`src/sv/r64e_pkg.sv`:
```
package r64e_pkg;

  localparam int unsigned CapW      = 12;
  localparam int unsigned CntW      = 13;
  localparam int unsigned CharW     = 7;
  localparam int unsigned NumPairs  = 26;
  localparam int unsigned NumLetter = 2 * NumPairs;

  localparam logic [CapW-1:0] CapReset = 12'd21;

  localparam logic [CharW-1:0] ChLowerA     = 7'h61;
  localparam logic [CharW-1:0] ChUpperA     = 7'h41;
  localparam logic [CharW-1:0] ChDigit0     = 7'h30;
  localparam logic [CharW-1:0] ChUnderscore = 7'h5F;
  localparam logic [CharW-1:0] ChDash       = 7'h2D;

  typedef struct packed {
    logic [CharW-1:0] character;
    logic             eom;
    logic             ovf;
  } result_t;

  typedef struct packed {
    logic [1:0]      phase;
    logic [5:0]      leftover;
    logic [CntW-1:0] count;
    logic            discarding;
  } enc_state_t;

  // interleaved alphabet: even index lower case, odd index upper case
  function automatic logic [CharW-1:0] to_char(input logic [5:0] v);
    logic [CharW-1:0] ch;
    if (v < 6'(NumLetter)) begin
      ch = (v[0] ? ChUpperA : ChLowerA) + {2'b00, v[5:1]};
    end else if (v < 6'(NumLetter + 10)) begin
      ch = ChDigit0 + {1'b0, 6'(v - 6'(NumLetter))};
    end else if (v == 6'd62) begin
      ch = ChUnderscore;
    end else begin
      ch = ChDash;
    end
    return ch;
  endfunction

endpackage

```
`src/sv/r64e_step.sv`:
```
module r64e_step (
  input  r64e_pkg::enc_state_t        st_i,
  input  logic [7:0]                  byte_i,
  input  logic                        last_i,
  input  logic [r64e_pkg::CapW-1:0]   cap_i,
  output r64e_pkg::enc_state_t        st_o,
  output logic [1:0]                  num_o,
  output r64e_pkg::result_t           res0_o,
  output r64e_pkg::result_t           res1_o
);
  import r64e_pkg::*;

  logic [5:0]      v;
  logic [5:0]      lo;
  logic [1:0]      nxt_phase;
  logic [CntW-1:0] cnt1;
  logic [CntW-1:0] cap_ext;
  result_t         ovf_res;

  assign cap_ext = {1'b0, cap_i};
  assign cnt1    = st_i.count + 1'b1;
  assign ovf_res = '{character: '0, eom: 1'b1, ovf: 1'b1};

  always_comb begin
    case (st_i.phase)
      2'd1: begin
        v         = {st_i.leftover[1:0], byte_i[7:4]};
        lo        = {2'b00, byte_i[3:0]};
        nxt_phase = 2'd2;
      end
      2'd2: begin
        v         = {st_i.leftover[3:0], byte_i[7:6]};
        lo        = byte_i[5:0];
        nxt_phase = 2'd0;
      end
      default: begin
        v         = byte_i[7:2];
        lo        = {4'b0000, byte_i[1:0]};
        nxt_phase = 2'd1;
      end
    endcase
  end

  always_comb begin
    st_o   = st_i;
    num_o  = 2'd0;
    res0_o = ovf_res;
    res1_o = ovf_res;
    if (st_i.discarding) begin
      if (last_i) begin
        st_o = '0;
      end
    end else if (st_i.count >= cap_ext) begin
      num_o = 2'd1;
      if (last_i) begin
        st_o = '0;
      end else begin
        st_o.discarding = 1'b1;
      end
    end else if (nxt_phase == 2'd0) begin
      // third byte of a group gives two characters
      num_o  = 2'd2;
      res0_o = '{character: to_char(v), eom: 1'b0, ovf: 1'b0};
      if (cnt1 >= cap_ext) begin
        if (last_i) begin
          st_o = '0;
        end else begin
          st_o.phase      = nxt_phase;
          st_o.leftover   = lo;
          st_o.count      = cnt1;
          st_o.discarding = 1'b1;
        end
      end else begin
        res1_o = '{character: to_char(lo), eom: last_i, ovf: 1'b0};
        if (last_i) begin
          st_o = '0;
        end else begin
          st_o.phase    = nxt_phase;
          st_o.leftover = '0;
          st_o.count    = cnt1 + 1'b1;
        end
      end
    end else begin
      num_o  = 2'd1;
      res0_o = '{character: to_char(v), eom: last_i, ovf: 1'b0};
      if (last_i) begin
        st_o = '0;
      end else begin
        st_o.phase    = nxt_phase;
        st_o.leftover = lo;
        st_o.count    = cnt1;
      end
    end
  end

endmodule

```
`src/sv/r64e_outq.sv`:
```
module r64e_outq (
  input  logic              clk_i,
  input  logic              rst_ni,
  input  logic [1:0]        push_num_i,
  input  r64e_pkg::result_t push0_i,
  input  r64e_pkg::result_t push1_i,
  output logic [1:0]        free_o,
  output logic              valid_o,
  input  logic              ready_i,
  output r64e_pkg::result_t head_o
);
  import r64e_pkg::*;

  logic [1:0] cnt_q, cnt_d;
  result_t    e0_q, e0_d;
  result_t    e1_q, e1_d;
  logic       pop;
  logic [1:0] a_cnt;
  result_t    a0;

  assign pop     = (cnt_q != 2'd0) && ready_i;
  assign a_cnt   = cnt_q - {1'b0, pop};
  assign a0      = pop ? e1_q : e0_q;
  assign free_o  = 2'd2 - a_cnt;
  assign valid_o = (cnt_q != 2'd0);
  assign head_o  = e0_q;

  always_comb begin
    e0_d  = a0;
    e1_d  = e1_q;
    cnt_d = a_cnt + push_num_i;
    case (a_cnt)
      2'd0: begin
        e0_d = push0_i;
        e1_d = push1_i;
      end
      2'd1: begin
        e1_d = push0_i;
      end
      default: begin
      end
    endcase
  end

  always_ff @(posedge clk_i or negedge rst_ni) begin
    if (!rst_ni) begin
      cnt_q <= 2'd0;
    end else begin
      cnt_q <= cnt_d;
    end
  end

  always_ff @(posedge clk_i) begin
    e0_q <= e0_d;
    e1_q <= e1_d;
  end

endmodule

```
`src/sv/radix64_text_encoder.sv`:
```
// radix64_text_encoder
// Byte stream in on the s_axis channel (tdata = one message byte, tlast marks
// the final byte of a message); printable characters out on m_axis (tdata[6:0]
// = character, tlast = end of message, tuser = overflow). Each 6-bit group
// becomes one character of an interleaved alphabet (a A b B ... 0-9 _ -);
// leftover bits of a partial final group are dropped without padding.
// The one setting, out_capacity, is written through cfg_we_i/cfg_wdata_i; the
// user must write it only while the block is idle (the block does not enforce
// this). When a message reaches capacity one overflow result (character 0,
// tlast 1, tuser 1) is sent and the rest of the message dropped. A byte taken
// from s_axis is held in the input register; its characters then go through
// the result queue that drives m_axis. A byte is taken every cycle as long as
// the two-entry result queue has room; every third byte gives two characters,
// so the output port sets the sustained rate. When m_axis stalls, results wait
// in the queue and then the input register holds its byte and s_axis_tready
// drops. Reset clears the queue, the input register and the group state and
// sets out_capacity to 21.
module radix64_text_encoder (
  input  logic        clk_i,
  input  logic        rst_ni,
  input  logic        cfg_we_i,
  input  logic [11:0] cfg_wdata_i,      // out_capacity
  input  logic        s_axis_tvalid,
  output logic        s_axis_tready,
  input  logic [7:0]  s_axis_tdata,     // data_byte
  input  logic        s_axis_tlast,     // last_byte
  output logic        m_axis_tvalid,
  input  logic        m_axis_tready,
  output logic [7:0]  m_axis_tdata,     // character[6:0], zero pad
  output logic        m_axis_tlast,     // end_of_message
  output logic        m_axis_tuser      // overflow
);
  import r64e_pkg::*;

  logic [CapW-1:0] cap_q;
  logic            in_valid_q, in_valid_d;
  logic [7:0]      in_byte_q;
  logic            in_last_q;
  enc_state_t      st_q, st_d;
  logic [1:0]      num;
  result_t         res0, res1;
  logic [1:0]      free;
  logic            fire;
  logic            take;
  result_t         head;

  r64e_step u_step (
    .st_i   (st_q),
    .byte_i (in_byte_q),
    .last_i (in_last_q),
    .cap_i  (cap_q),
    .st_o   (st_d),
    .num_o  (num),
    .res0_o (res0),
    .res1_o (res1)
  );

  // an item moves on only when all its results fit in the queue
  assign fire = in_valid_q && (num <= free);
  assign take = s_axis_tvalid && s_axis_tready;
  assign s_axis_tready = !in_valid_q || fire;
  assign in_valid_d = take || (in_valid_q && !fire);

  r64e_outq u_outq (
    .clk_i      (clk_i),
    .rst_ni     (rst_ni),
    .push_num_i (fire ? num : 2'd0),
    .push0_i    (res0),
    .push1_i    (res1),
    .free_o     (free),
    .valid_o    (m_axis_tvalid),
    .ready_i    (m_axis_tready),
    .head_o     (head)
  );

  assign m_axis_tdata = {1'b0, head.character};
  assign m_axis_tlast = head.eom;
  assign m_axis_tuser = head.ovf;

  always_ff @(posedge clk_i or negedge rst_ni) begin
    if (!rst_ni) begin
      cap_q      <= CapReset;
      in_valid_q <= 1'b0;
      st_q       <= '0;
    end else begin
      if (cfg_we_i) begin
        cap_q <= cfg_wdata_i;
      end
      in_valid_q <= in_valid_d;
      if (fire) begin
        st_q <= st_d;
      end
    end
  end

  always_ff @(posedge clk_i) begin
    if (take) begin
      in_byte_q <= s_axis_tdata;
      in_last_q <= s_axis_tlast;
    end
  end

endmodule

```
`config.mk`:
```
export PLATFORM = sky130hd
export DESIGN_NAME = radix64_text_encoder
export DESIGN_NICKNAME = d
export VERILOG_FILES = /design/src/sv/r64e_pkg.sv /design/src/sv/r64e_step.sv /design/src/sv/r64e_outq.sv /design/src/sv/radix64_text_encoder.sv
export SDC_FILE = /design/constraint.sdc
export NUM_CORES = 1
export LEC_CHECK = 0
export BUFFER_PORTS_ARGS = -buffer_cell sky130_fd_sc_hd__clkbuf_2
export CAP_MARGIN = 40
export CELL_PAD_IN_SITES_DETAIL_PLACEMENT = 0
export CELL_PAD_IN_SITES_GLOBAL_PLACEMENT = 1
export CORE_MARGIN = 8
export CORE_UTILIZATION = 30
export DETAILED_ROUTE_END_ITERATION = 10
export PLACE_DENSITY = 0.62
export SYNTH_ARGS = -nofsm -noshare
export SYNTH_HDL_FRONTEND = slang
export SYNTH_SLANG_ARGS = --single-unit
```
`constraint.sdc`:
```
create_clock -name clk_i -period 10.75 [get_ports clk_i]
set_input_delay 0.5375 -clock clk_i [delete_from_list [all_inputs] [get_ports clk_i]]
set_output_delay 0.5375 -clock clk_i [all_outputs]
set_load 0.01 [all_outputs]
```
==> impl_metrics.tcl, run 1 <==
set metrics [dict create \
    status "finished, final reports clean" \
    tightestPinTransition_ns 0.8502 \
    grtUsageTotal_pct 12.56 \
    vdd_drop_max_mv 0.1117 \
    fin_skew_ns 0.006396 \
    area_growth_pct 15.15 \
    antenna_cells 0 \
    cts_tree "built" \
    drive_gt1_share_pct 15.20 \
    gp_congestion 0.8903 \
    clk_pin_slew_ns 0.05 \
    post_cts_resized 0 \
    finalCritPeriodShare_pct 38.01 \
    utilization_pct 35.17 \
    ctsHoldBuffers 0 \
    portBuffers 36 \
    num_vias 3780 \
    hold_path_class "in -> async" \
    cts-root-buf "clkbuf_16" \
    synthTopCellsByArea "edfxtp_1 18%, dfrtp_1 17%, ha_1 12%, nand2_1 3.8%, inv_1 3.5%" \
    vias_per_cell 5.243 \
    die_w_um 139.9 \
    synth_cells 494 \
    ys_warn_count 0 \
    final_nets 600 \
    fin_hold_ws_ns 0.1323 \
    p_per_area_nw_per_um2 302.2 \
    async_reset_ff_share_pct 56.45 \
    critPathRequiredTime_ns 10.21 \
    drv_slew 0 \
    initial_core_util_pct 30.54 \
    antenna_found_initial 0 \
    ioPinCount 38 \
    synth_enable_flop_cells 27 \
    grt_pass1_vias 3801 \
    synth_ff_type "dfrtp_1" \
    final_cell_mix "47 x nand2_1, 46 x ha_1, 43 x inv_1" \
    dieArea_um2 19580 \
    grt-ovfl-total 0 \
    wl_per_cell_um 16.49 \
    cts_buffers 9 \
    synth_top_area_share_pct 17.59 \
    drc 0 \
    rows 45 \
    grt_pass1_wl_um 19720 \
    core_um2 15090 \
    synth.avg_cell_area_um2 9.328 \
    hold_violations 0 \
    clock_latency_ns 0.34 \
    min_period_ns 4.086 \
    antenna_left 0 \
    rsz0062_at_grt "no" \
    synth_area_leader_cell "edfxtp_1" \
    post_cts_buffers 0 \
    cap_violations 0 \
    worstSetupStartpointType "register" \
    drt_iter0_markers 183 \
    slew_headroom_pct 42.98 \
    ys_seq_elements 62 \
    syn-num-nets 566 \
    finalSetupViolations 0 \
    cellLeakagePower_nw 2.321 \
    grt_max_degree 24 \
    nFillCells 1559 \
    fmax_ghz 0.2447 \
    htree_levels 3 \
    post-dp-hpwl_um 9353 \
    ys_seq_area_share_pct 36.68 \
    multi_input_area_um2 2679 \
    cts_max_path_buffers 2 \
    end_kind "output port" \
    die_h_um 139.9 \
    worstPathArrival_ns 3.55 \
    fin_tns_setup_ns 0 \
    synth_area_um2 4608 \
    final_common_cell "nand2_1" \
    routed_wirelength_um 11890 \
    dr.pass1.iters 4 \
    yosysUniqueCellTypes 69 \
    register_area_um2 1690 \
    critical_path_class "reg -> out" \
    cp_max_fo 7 \
    cts.sinks 62 \
]
[logic make-up (layout without fill, tap and decap cells)]
group / after synthesis / in the layout / share of synthesized area [%]
other cells: 1 / 1 / 0.08138
buf+inv: 61 / 100 / 5.186
compound gates: 142 / 142 / 21.61
mux: 13 / 13 / 2.987
flops: 62 / 62 / 36.68
fa+ha+maj: 46 / 46 / 12.49
xor+xnor: 21 / 21 / 3.991
simple gates: 148 / 148 / 16.97
[synthesized netlist by cell type, types with 3 or more instances]
cell type	count
o31ai_1	4
or2_2	4
nor4_1	5
or3_1	3
o21ai_0	30
o21ai_1	6
nand4b_1	5
a211oi_1	6
o2111ai_1	4
nor3_1	8
o211ai_1	4
dfstp_2	3
nor2b_1	3
a2111oi_0	4
nand3_1	17
mux2i_1	7
xor2_1	3
inv_1	43
a22o_1	13
clkbuf_1	14
edfxtp_1	27
o22ai_1	7
a22oi_1	6
dfrtp_1	32
nand4_1	5
xnor2_1	18
ha_1	46
o21a_1	8
nand2_1	47
a21oi_1	22
and2_1	6
a21o_1	3
mux2_2	6
and3_1	6
nand2b_1	4
nor2_1	21
[flip-flops by register name, summed over array words and instances, names as in the netlist]
| name | count |
|---|---|
| cap_q | 12 |
| in_byte_q | 8 |
| in_last_q | 1 |
| in_valid_q | 1 |
| st_q | 20 |
| u_outq.cnt_q | 2 |
| u_outq.e1_q | 9 |
| u_outq.head_o | 9 |
[metrics by stage]
step	power, mW	instances	setup WS (ns)	cell area (um^2)
floorplan	1.038	494	7.189	4608
global placement	1.288	702	6.563	4961
detailed placement	1.313	705	6.817	5007
CTS	1.617	721	6.694	5306
global route	1.729	721	6.457	5306
finish	1.604	721	6.664	5306
[area by class of cell]
cell class	count	area share (%)
multi-input combinational	371	50.48
sequential	62	31.86
timing repair buffer	41	4.551
tap	188	4.433
clock buffer	9	4.244
inverter	43	3.042
clock inverter	7	1.391
[path summary, 6_finish.rpt]
| path | to | cells past startpoint | slack [ns] | startpoint |
|---|---|---|---|---|
| max | s_axis_tready | 12 | 6.66 | st_q[11]$_DFFE_PN0P_ |
| max reg2reg | st_q[11]$_DFFE_PN0P_ | 12 | 6.74 | st_q[1]$_DFFE_PN0P_ |
| min | st_q[11]$_DFFE_PN0P_ | 1 | 0.13 | rst_ni |
| min reg2reg | st_q[14]$_DFFE_PN0P_ | 1 | 0.50 | in_byte_q[0]$_DFFE_PP_ |
| min in group clk_i | in_byte_q[1]$_DFFE_PP_ | 1 | 0.37 | s_axis_tdata[1] |
| max in group asynchronous | cap_q[2]$_DFFE_PN1P_ | 2 | 10.09 | rst_ni |
[critical path: stages, from the launching register on]
cell	delay [ns]
dfrtp_1	0.43
ha_1	0.33
a21o_1	0.19
a211o_1	0.33
a21oi_1	0.33
o211ai_1	0.30
buf_4	0.25
nor2_1	0.12
ha_1	0.25
nor2b_1	0.14
o21a_1	0.20
nand2_1	0.16
clkbuf_2	0.16
[power breakdown]
part	switching [mW]	internal (mW)
Clock	0.114	0.180
Sequential	0.0611	0.371
Combinational	0.546	0.331
Total	0.722	0.882
[per-layer routing]
layer	up-vias	GRT usage [%]	routed length [um]
li1	1896	-	-
met1	1809	16.63	5983
met2	57	19.48	5348
met3	18	2.073	279
met4	0	6.171	279
met5	-	0	0
(Power assumes the default switching activity.)
==> inputs of run 2 (changes only) <==
--- a/config.mk
+++ b/config.mk
@@ -5,6 +5,7 @@
 export SDC_FILE = /design/constraint.sdc
 export NUM_CORES = 1
 export LEC_CHECK = 0
+export ABC_AREA = 1
 export BUFFER_PORTS_ARGS = -buffer_cell sky130_fd_sc_hd__clkbuf_2
 export CAP_MARGIN = 40
 export CELL_PAD_IN_SITES_DETAIL_PLACEMENT = 0
@@ -12,7 +13,7 @@
 export CORE_MARGIN = 8
 export CORE_UTILIZATION = 30
 export DETAILED_ROUTE_END_ITERATION = 10
-export PLACE_DENSITY = 0.62
+export PLACE_DENSITY = 0.64
 export SYNTH_ARGS = -nofsm -noshare
 export SYNTH_HDL_FRONTEND = slang
 export SYNTH_SLANG_ARGS = --single-unit
==> constraint.sdc (replaced) <==
create_clock -name clk_i -period 4.3 [get_ports clk_i]
set_input_delay 0.215 -clock clk_i [delete_from_list [all_inputs] [get_ports clk_i]]
set_output_delay 0.215 -clock clk_i [all_outputs]
set_load 0.01 [all_outputs]
==> impl_metrics.tcl, run 2 <==
set metrics [dict create \
    fmax_ghz 0.2734 \
    antenna_left 0 \
    hp-start "s_axis_tdata[2]" \
    worstSetupStartpointType "register" \
    final_cell_mix "207 x nand2_1, 76 x inv_1, 53 x nand3_1" \
    grt_pass1_vias 4241 \
    vias_per_cell 4.683 \
    ioPinCount 38 \
    worstPathArrival_ns 3.88 \
    cts_max_path_buffers 2 \
    synth_enable_flop_cells 27 \
    cap_violations 0 \
    rows 46 \
    finalSetupViolations 0 \
    htree_levels 3 \
    initial_core_util_pct 30.55 \
    final_common_cell "nand2_1" \
    yosysUniqueCellTypes 41 \
    finalCritPeriodShare_pct 85.05 \
    end_kind "register" \
    register_area_um2 1690 \
    fin_skew_ns 0.005664 \
    post_cts_buffers 0 \
    largest_reg_flops 20 \
    num_vias 4294 \
    async_reset_ff_share_pct 56.45 \
    routed_wirelength_um 13020 \
    ys_seq_elements 62 \
    synth_top_area_share_pct 16.83 \
    cp_max_fo 17 \
    nFillCells 1698 \
    vdd_drop_max_mv 0.3540 \
    synth.avg_cell_area_um2 7.288 \
    cts_tree "built" \
    synth_ff_type "dfrtp_1" \
    drt_iter0_markers 269 \
    r2r_cells 22 \
    clock_latency_ns 0.34 \
    final_nets 768 \
    grt_max_degree 25 \
    slew_headroom_pct 53.62 \
    synthTopCellsByArea "edfxtp_1 17%, dfrtp_1 17%, nand2_1 16%, ha_1 12%, inv_1 5.9%" \
    synth.most_common_cell "nand2_1" \
    fin_ws_ns 0.6427 \
    die_w_um 142.7 \
    cellLeakagePower_nw 2.659 \
    clk_pin_slew_ns 0.05 \
    drc 0 \
    antenna_found_initial 0 \
    dr.pass1.iters 5 \
    hold_path_class "in -> reg" \
    synth_area_leader_cell "edfxtp_1" \
    holdPathEnd "in_byte_q[2]$_DFFE_PP_" \
    min_period_ns 3.657 \
    gp_congestion 0.8739 \
    utilization_pct 35.16 \
    die_h_um 142.7 \
    r2r-end "st_q[10]$_DFFE_PN0P_" \
    syn-num-nets 733 \
    rsz0062_at_grt "no" \
    cts-root-buf "clkbuf_16" \
    drive_gt1_share_pct 12.70 \
    ys_seq_area_share_pct 35.09 \
    p_per_area_nw_per_um2 687.5 \
    fin_tns_setup_ns 0 \
    reg.largest.list "st_q: 20 flops, cap_q: 12 flops" \
    top_register "st_q" \
    ys_warn_count 0 \
    hold_depth 1 \
    hold_violations 0 \
    cts_buffers 9 \
    dieArea_um2 20370 \
    regToRegSetupSlack_ns 0.64 \
    portBuffers 36 \
    synth.top_cells.by_count "207 x nand2_1, 76 x inv_1, 53 x nand3_1, 51 x nor2_1, 46 x ha_1" \
    post-dp-hpwl_um 10420 \
    multi_input_area_um2 2731 \
    area_growth_pct 15.09 \
    grt_pass1_wl_um 21660 \
    pre_cts_ws_ns 0.6592 \
    crit-reg2reg-launch "cap_q[2]$_DFFE_PN1P_" \
    cts.sinks 62 \
    antenna_cells 0 \
    synth_area_um2 4817 \
    status "finished, final reports clean" \
    drv_slew 0 \
    synth_cells 661 \
    core_um2 15770 \
    grt-ovfl-total 0 \
    grtUsageTotal_pct 13.66 \
    critPathRequiredTime_ns 4.52 \
    wl_per_cell_um 14.19 \
    critical_path_class "reg -> reg" \
    tightestPinTransition_ns 0.6940 \
]
-- run 2: report_power, final --
group / switching, mW / internal, mW
logic: 1.41 / 0.613
clock network: 0.270 / 0.503
registers: 0.115 / 0.902
-- run 2: kinds of logic (layout without fill, tap and decap cells) --
logic type	count (synthesis)	count (layout)	share of synthesized area, %
other	1	1	0.07785
AND/OR/NAND/NOR	357	357	33.06
adder cells (fa/ha/maj)	46	46	11.95
flip-flops	62	62	35.09
XOR/XNOR	13	13	2.364
buffers and inverters	100	140	8.208
multiplexers	1	1	0.2337
AO/OA/AOI/OAI	81	81	9.013
-- run 2: per-layer routing --
layer / track usage (%) / wire, um
met5: 0 / 0
met4: 6.991 / 359
met3: 2.304 / 509
met2: 20.57 / 5527
met1: 18.41 / 6618
-- run 2: per-stage QoR --
| stage | instance area [um^2] | power, mW | instances | hold WS [ns] |
|---|---|---|---|---|
| 6_report | 5544 | 3.812 | 917 | 0.05188 |
| 4_1_cts | 5544 | 3.837 | 917 | 0.03731 |
| 2_1_floorplan | 4817 | 2.629 | 661 | -0.08059 |
| 3_3_place_gp | 5200 | 3.012 | 899 | 0.3915 |
| 3_5_place_dp | 5220 | 3.043 | 900 | 0.1337 |
| 5_1_grt | 5544 | 4.171 | 917 | 0.03986 |
-- run 2: layout make-up --
class	instances	area share (%)
Clock buffer	9	4.062
Inverter	85	5.777
Tap cell	216	4.875
Sequential cell	62	30.49
Timing Repair Buffer	39	3.927
Multi-Input combinational cell	499	49.27
Clock inverter	7	1.602
-- run 2: worst max path at each step --
stage                     cells after the start              endpoint  slack (ns)            startpoint
after floorplan                              22   st_q[9]$_DFFE_PN0P_        1.31  cap_q[2]$_DFFE_PN1P_
after detailed placement                     22  st_q[10]$_DFFE_PN0P_        0.66  cap_q[2]$_DFFE_PN1P_
final                                        22  st_q[10]$_DFFE_PN0P_        0.64  cap_q[2]$_DFFE_PN1P_
after global routing                         22  st_q[10]$_DFFE_PN0P_        0.25  cap_q[2]$_DFFE_PN1P_
after CTS                                    22  st_q[10]$_DFFE_PN0P_        0.66  cap_q[2]$_DFFE_PN1P_
after global placement                       22  st_q[10]$_DFFE_PN0P_        0.79  cap_q[2]$_DFFE_PN1P_
-- run 2: critical path, stage by stage, from the launching register on --
cell and delay [ns]:
dfstp_2 0.51, inv_1 0.06, ha_1 0.32, nand2_1 0.07
inv_1 0.03, o21ai_0 0.14, nand3_1 0.12, nand2_1 0.13
nand4_4 0.22, inv_2 0.28, nand2_1 0.08, inv_1 0.06
ha_1 0.23, inv_1 0.06, o21bai_1 0.07, nand2_1 0.06
nand2_1 0.12, inv_1 0.16, nand2_1 0.44, nand2_1 0.18
inv_1 0.06, nor2_1 0.08, nand2_1 0.05
-- run 2: timing repair --
action | in CTS | in global routing
hold buffers | 1 | 0
gates resized for setup | 0 | 0
hold endpoints to repair | 8 | 0
